File: src/hw/rtl/tcw_pkg.sv
`default_nettype none
package tcw_pkg;
    typedef enum logic [1:0] {
        CMD_PUT   = 2'd0,
        CMD_MOVE  = 2'd1,
        CMD_CLEAR = 2'd2,
        CMD_READ  = 2'd3
    } t_cmd;

    typedef enum logic [2:0] {
        OP_NONE  = 3'd0,
        OP_PRINT = 3'd1,
        OP_NL    = 3'd2,
        OP_CR    = 3'd3,
        OP_BS    = 3'd4,
        OP_TAB   = 3'd5,
        OP_MOVE  = 3'd6,
        OP_CLEAR = 3'd7
    } t_op;

    localparam logic [7:0] CH_SPACE = 8'h20;
    localparam logic [7:0] CH_TILDE = 8'h7E;
    localparam logic [7:0] CH_NL    = 8'h0A;
    localparam logic [7:0] CH_CR    = 8'h0D;
    localparam logic [7:0] CH_BS    = 8'h08;
    localparam logic [7:0] CH_TAB   = 8'h09;

    typedef struct packed {
        t_op        op;
        logic       rd;
        logic [7:0] ch;
        logic [6:0] col;
        logic [4:0] row;
    } t_job;
endpackage
`default_nettype wire

File: src/hw/rtl/tcw_front.sv
`default_nettype none
module tcw_front
    import tcw_pkg::*;
#(
    parameter int COLUMNS = 80,
    parameter int ROWS    = 25
) (
    input  wire logic       i_clk,
    input  wire logic       i_rst_n,
    input  wire logic       i_valid,
    output logic            o_stall,
    input  wire logic [1:0] i_cmd,
    input  wire logic [7:0] i_char_code,
    input  wire logic [6:0] i_pos_col,
    input  wire logic [4:0] i_pos_row,
    output logic            o_q_valid,
    output t_job            o_q_job,
    input  wire logic       i_q_pop
);
    t_job r_q [2];
    logic r_wp, r_rp;
    logic [1:0] r_cnt;
    t_job n_job;
    logic push, inr;

    assign o_stall = (r_cnt == 2'd2);
    assign push = i_valid && !o_stall;
    assign inr = (32'(i_pos_col) < COLUMNS) && (32'(i_pos_row) < ROWS);

    always_comb begin
        n_job = '0;
        n_job.ch = i_char_code;
        n_job.col = i_pos_col;
        n_job.row = i_pos_row;
        n_job.op = OP_NONE;
        unique case (t_cmd'(i_cmd))
            CMD_PUT: begin
                priority if (i_char_code == CH_NL) n_job.op = OP_NL;
                else if (i_char_code == CH_CR) n_job.op = OP_CR;
                else if (i_char_code == CH_BS) n_job.op = OP_BS;
                else if (i_char_code == CH_TAB) n_job.op = OP_TAB;
                else if (i_char_code >= CH_SPACE && i_char_code <= CH_TILDE)
                    n_job.op = OP_PRINT;
                else n_job.op = OP_NONE;
            end
            CMD_MOVE: n_job.op = inr ? OP_MOVE : OP_NONE;
            CMD_CLEAR: n_job.op = OP_CLEAR;
            CMD_READ: n_job.rd = inr;
            default: n_job.op = OP_NONE;
        endcase
    end

    always_ff @(posedge i_clk) begin
        if (push) r_q[r_wp] <= n_job;
        if (!i_rst_n) begin
            r_wp <= 1'b0;
            r_rp <= 1'b0;
            r_cnt <= 2'd0;
        end else begin
            if (push) r_wp <= ~r_wp;
            if (i_q_pop) r_rp <= ~r_rp;
            r_cnt <= r_cnt + 2'(push) - 2'(i_q_pop);
        end
    end

    assign o_q_valid = (r_cnt != 2'd0);
    assign o_q_job = r_q[r_rp];

`ifndef SYNTHESIS
    a_no_pop_empty: assert property (@(posedge i_clk) disable iff (!i_rst_n)
        i_q_pop |-> o_q_valid) else $error("pop on empty queue");
    a_cnt_range: assert property (@(posedge i_clk) disable iff (!i_rst_n)
        r_cnt != 2'd3) else $error("queue count overflow");
    a_full_stall: assert property (@(posedge i_clk) disable iff (!i_rst_n)
        (r_cnt == 2'd2) |-> o_stall) else $error("full queue not stalling");
`endif
endmodule
`default_nettype wire

File: config.mk
export PLATFORM = sky130hd
export DESIGN_NAME = tcw_front
export DESIGN_NICKNAME = d
export VERILOG_FILES = /design/src/hw/rtl/tcw_pkg.sv /design/src/hw/rtl/tcw_front.sv
export SDC_FILE = /design/constraint.sdc
export NUM_CORES = 1
export LEC_CHECK = 0
export ABC_AREA = 1
export CAP_MARGIN = 40
export CORE_MARGIN = 1.5
export CORE_UTILIZATION = 30
export CTS_CLUSTER_DIAMETER = 200
export DETAILED_ROUTE_END_ITERATION = 10
export DONT_BUFFER_PORTS = 1
export PLACE_DENSITY = 0.51
export SLEW_MARGIN = 10
export SYNTH_ARGS = -nofsm -noshare
export SYNTH_HDL_FRONTEND = slang
export SYNTH_SLANG_ARGS = --single-unit
File: constraint.sdc
create_clock -name i_clk -period 2.3 [get_ports i_clk]
set_input_delay 0 -clock i_clk [delete_from_list [all_inputs] [get_ports i_clk]]
set_output_delay 0 -clock i_clk [all_outputs]
set_load 0.03 [all_outputs]
==> reports/qor.txt <==
post-route core utilization = 36.8%
synthesized instance count = 148
CTS resizes = 0
share of cells above drive strength 1 = 22.2%
layout overhead on the synthesized area = 19.3%
Startpoint Class = flop
die width = 89.4 um
Reg area = 1540 um2
Reg clk slew, reported paths = 0.10 ns
Max-Slew Margin vs Limit = 63.9%
syn_nets = 176
num rows = 31
Max Root-Sink Buffers = 2
synth unique cells = 17
Starting Density = 30.9%
sequential area share after synthesis = 68.8%
Filler cells = 712
Vias/cell = 4.44
Final WS setup = 0.643 ns
Core Region = 7250 um2
Req. time, crit path = 2.51 ns
top-count cell post-synth = edfxtp_1
antenna-violating nets left = 0
DR DRC count = 0
number of diodes = 0
cell type with the largest total area after synthesis = edfxtp_1
Multi-input gate area = 607 um2
worst-skew pair later-pin latency = 0.30 ns
DP Worst Slack = 0.649 ns
Clock Sinks = 53
DRT Wirelength = 4.33 mm
GRT Total Usage = 11.4%
Finish-stage setup viols = 0
CTS tree = yes
Slew @ Worst Pin = 0.540 ns
Final Non-Filler Cells = 279
Period Utilization, post-route = 72.1%
vias in the first global route = 1360
top-level port count = 52
top cell type's share of synthesized area = 64.4%
number of synthesized flops with an enable pin = 48
Final Wtd Congestion = 0.816
ys flop type = edfxtp_1
Post-Syn Area per Cell = 15.1 um2
skew final = 0.00574 ns
CP arrival = 1.87 ns
RSZ-0062 raised after global routing = no
global-route wire length before repair = 6.51 mm
CTS root buf = clkbuf_8
FMAX = 603 MHz
#FFs+latches synth = 53
Slowest cell on crit path = dfxtp_1
DR WL/cell = 15.5 um
nature of the critical path endpoint = flop
Cells after DPL = 247
Max IR drop VDD = 0.404 mV
most instantiated cells after synthesis = edfxtp_1, nand2_1, mux2_4
Max-Cap Viols = 0
Fin. Hold Viols = 0
most area-consuming cells after synthesis = edfxtp_1, mux2_4, dfxtp_1
Post-Layout Inst Area = 2670 um2
H-tree levels = 2
status = finished clean
Final HPWL DP = 2.85 mm
Num CTS Buffers = 5
die area = 7990 um2
vias = 1239
placed cell areas = 2340 um2
drt first pass iters = 4
Final Critical Period = 1.66 ns
CP cell instances = inv_1, o21ai_2, ha_1, inv_1, ha_1, xnor2_1, nand2_1, nand2_1, nor2_1
final-stage net count = 207
worst-path maximum fanout = 5
Power, Total = 2.15 mW
die height = 89.4 um
Final Max Tran Viols = 0
cell area after synthesis = 2240 um2
Hold Slack = 0.0263 ns
Overflow after GRT = 0
initial antenna violation count = 0
Fin Setup TNS = 0 ns
DR iter-0 viols = 44
FFs w/ async S/R, synth = 0%
largest net degree at the start of global routing = 25
synth warn = 0
HP Class = in -> reg
PD cells = 805 nW/um2
WS Path Type = reg -> reg
delay of the slowest critical-path stage = 0.35 ns
cell leakage power = 1.00 nW
I/O Buffers = 0
[layout by cell type, fill, tap and decap left out, types with 3 or more instances in the layout]
| cell type | Yosys | layout |
|---|---|---|
| edfxtp_1 | 48 | 48 |
| buf_4 | 0 | 3 |
| dlygate4sd3_1 | 0 | 24 |
| clkbuf_8 | 0 | 5 |
| nand3_1 | 5 | 5 |
| inv_1 | 12 | 12 |
| mux2_4 | 20 | 20 |
| dfxtp_1 | 5 | 5 |
| mux2_2 | 4 | 4 |
| clkinvlp_4 | 0 | 3 |
| nor2_1 | 16 | 14 |
| nand2_1 | 23 | 23 |
[state kept, by name, indices dropped and copies added, names as in the netlist, named ones only]
register  flops
r_cnt         2
r_q          48
r_rp          1
r_wp          1
[cells by family (layout without fill, tap and decap cells)]
group | after synthesis | count (layout) | share of synthesized area, %
DFF | 53 | 53 | 68.8
and+or+nand+nor | 48 | 48 | 8.66
muxes | 24 | 24 | 15.4
buffers and inverters | 15 | 47 | 4.30
AOI/OAI and AO/OA | 5 | 5 | 1.29
adders and majority gates | 2 | 2 | 1.12
xor gates and xnor gates | 1 | 1 | 0.391
[report_power, final]
group / internal (mW) / switching [mW]
Clock: 0.214 / 0.304
Sequential: 1.16 / 0.0287
Combinational: 0.152 / 0.291
[routing by layer]
metal	routed length (um)	GRT usage (%)	up-vias
li1	-	-	581
met1	1690	11.6	608
met3	260	3.88	10
met4	91	5.45	0
met2	2290	20.8	40
met5	0	0	-
[timing repair]
item,in CTS,in global routing
endpoints found under the setup margin,0,0
buffers inserted,0,0
hold buffers,24,0
endpoints found under the hold margin,53,0
[critical path: cells and delay by family, from the launching register on]
kind	cells	cell delay [ns]
flip-flops	1	0.35
adder cells (fa/ha/maj)	2	0.44
AND/OR/NAND/NOR	3	0.22
AO/OA/AOI/OAI	1	0.26
buffers and inverters	2	0.15
XOR/XNOR	1	0.15
[path summary, 6_finish.rpt]
kind	startpoint	endpoint	slack, ns	cells after the start
setup / recovery	r_cnt[1]$_SDFF_PN0_	r_cnt[1]$_SDFF_PN0_	0.64	9
hold / removal	i_cmd[0]	r_q[0][20]$_DFFE_PP_	0.03	2
setup reg to reg	r_cnt[1]$_SDFF_PN0_	r_cnt[1]$_SDFF_PN0_	0.64	9
hold reg to reg	r_rp$_SDFFE_PN0P_	flop	0.54	2
[area by class of cell]
cell class,count,share of cell area (%)
clock buffer,5,2.58
clock inverter,3,0.843
inverter,12,1.69
multi-input combinational,80,22.7
sequential,53,57.7
tap,99,4.64
timing repair buffer,27,9.84
Power figures use the tool's default switching activity.
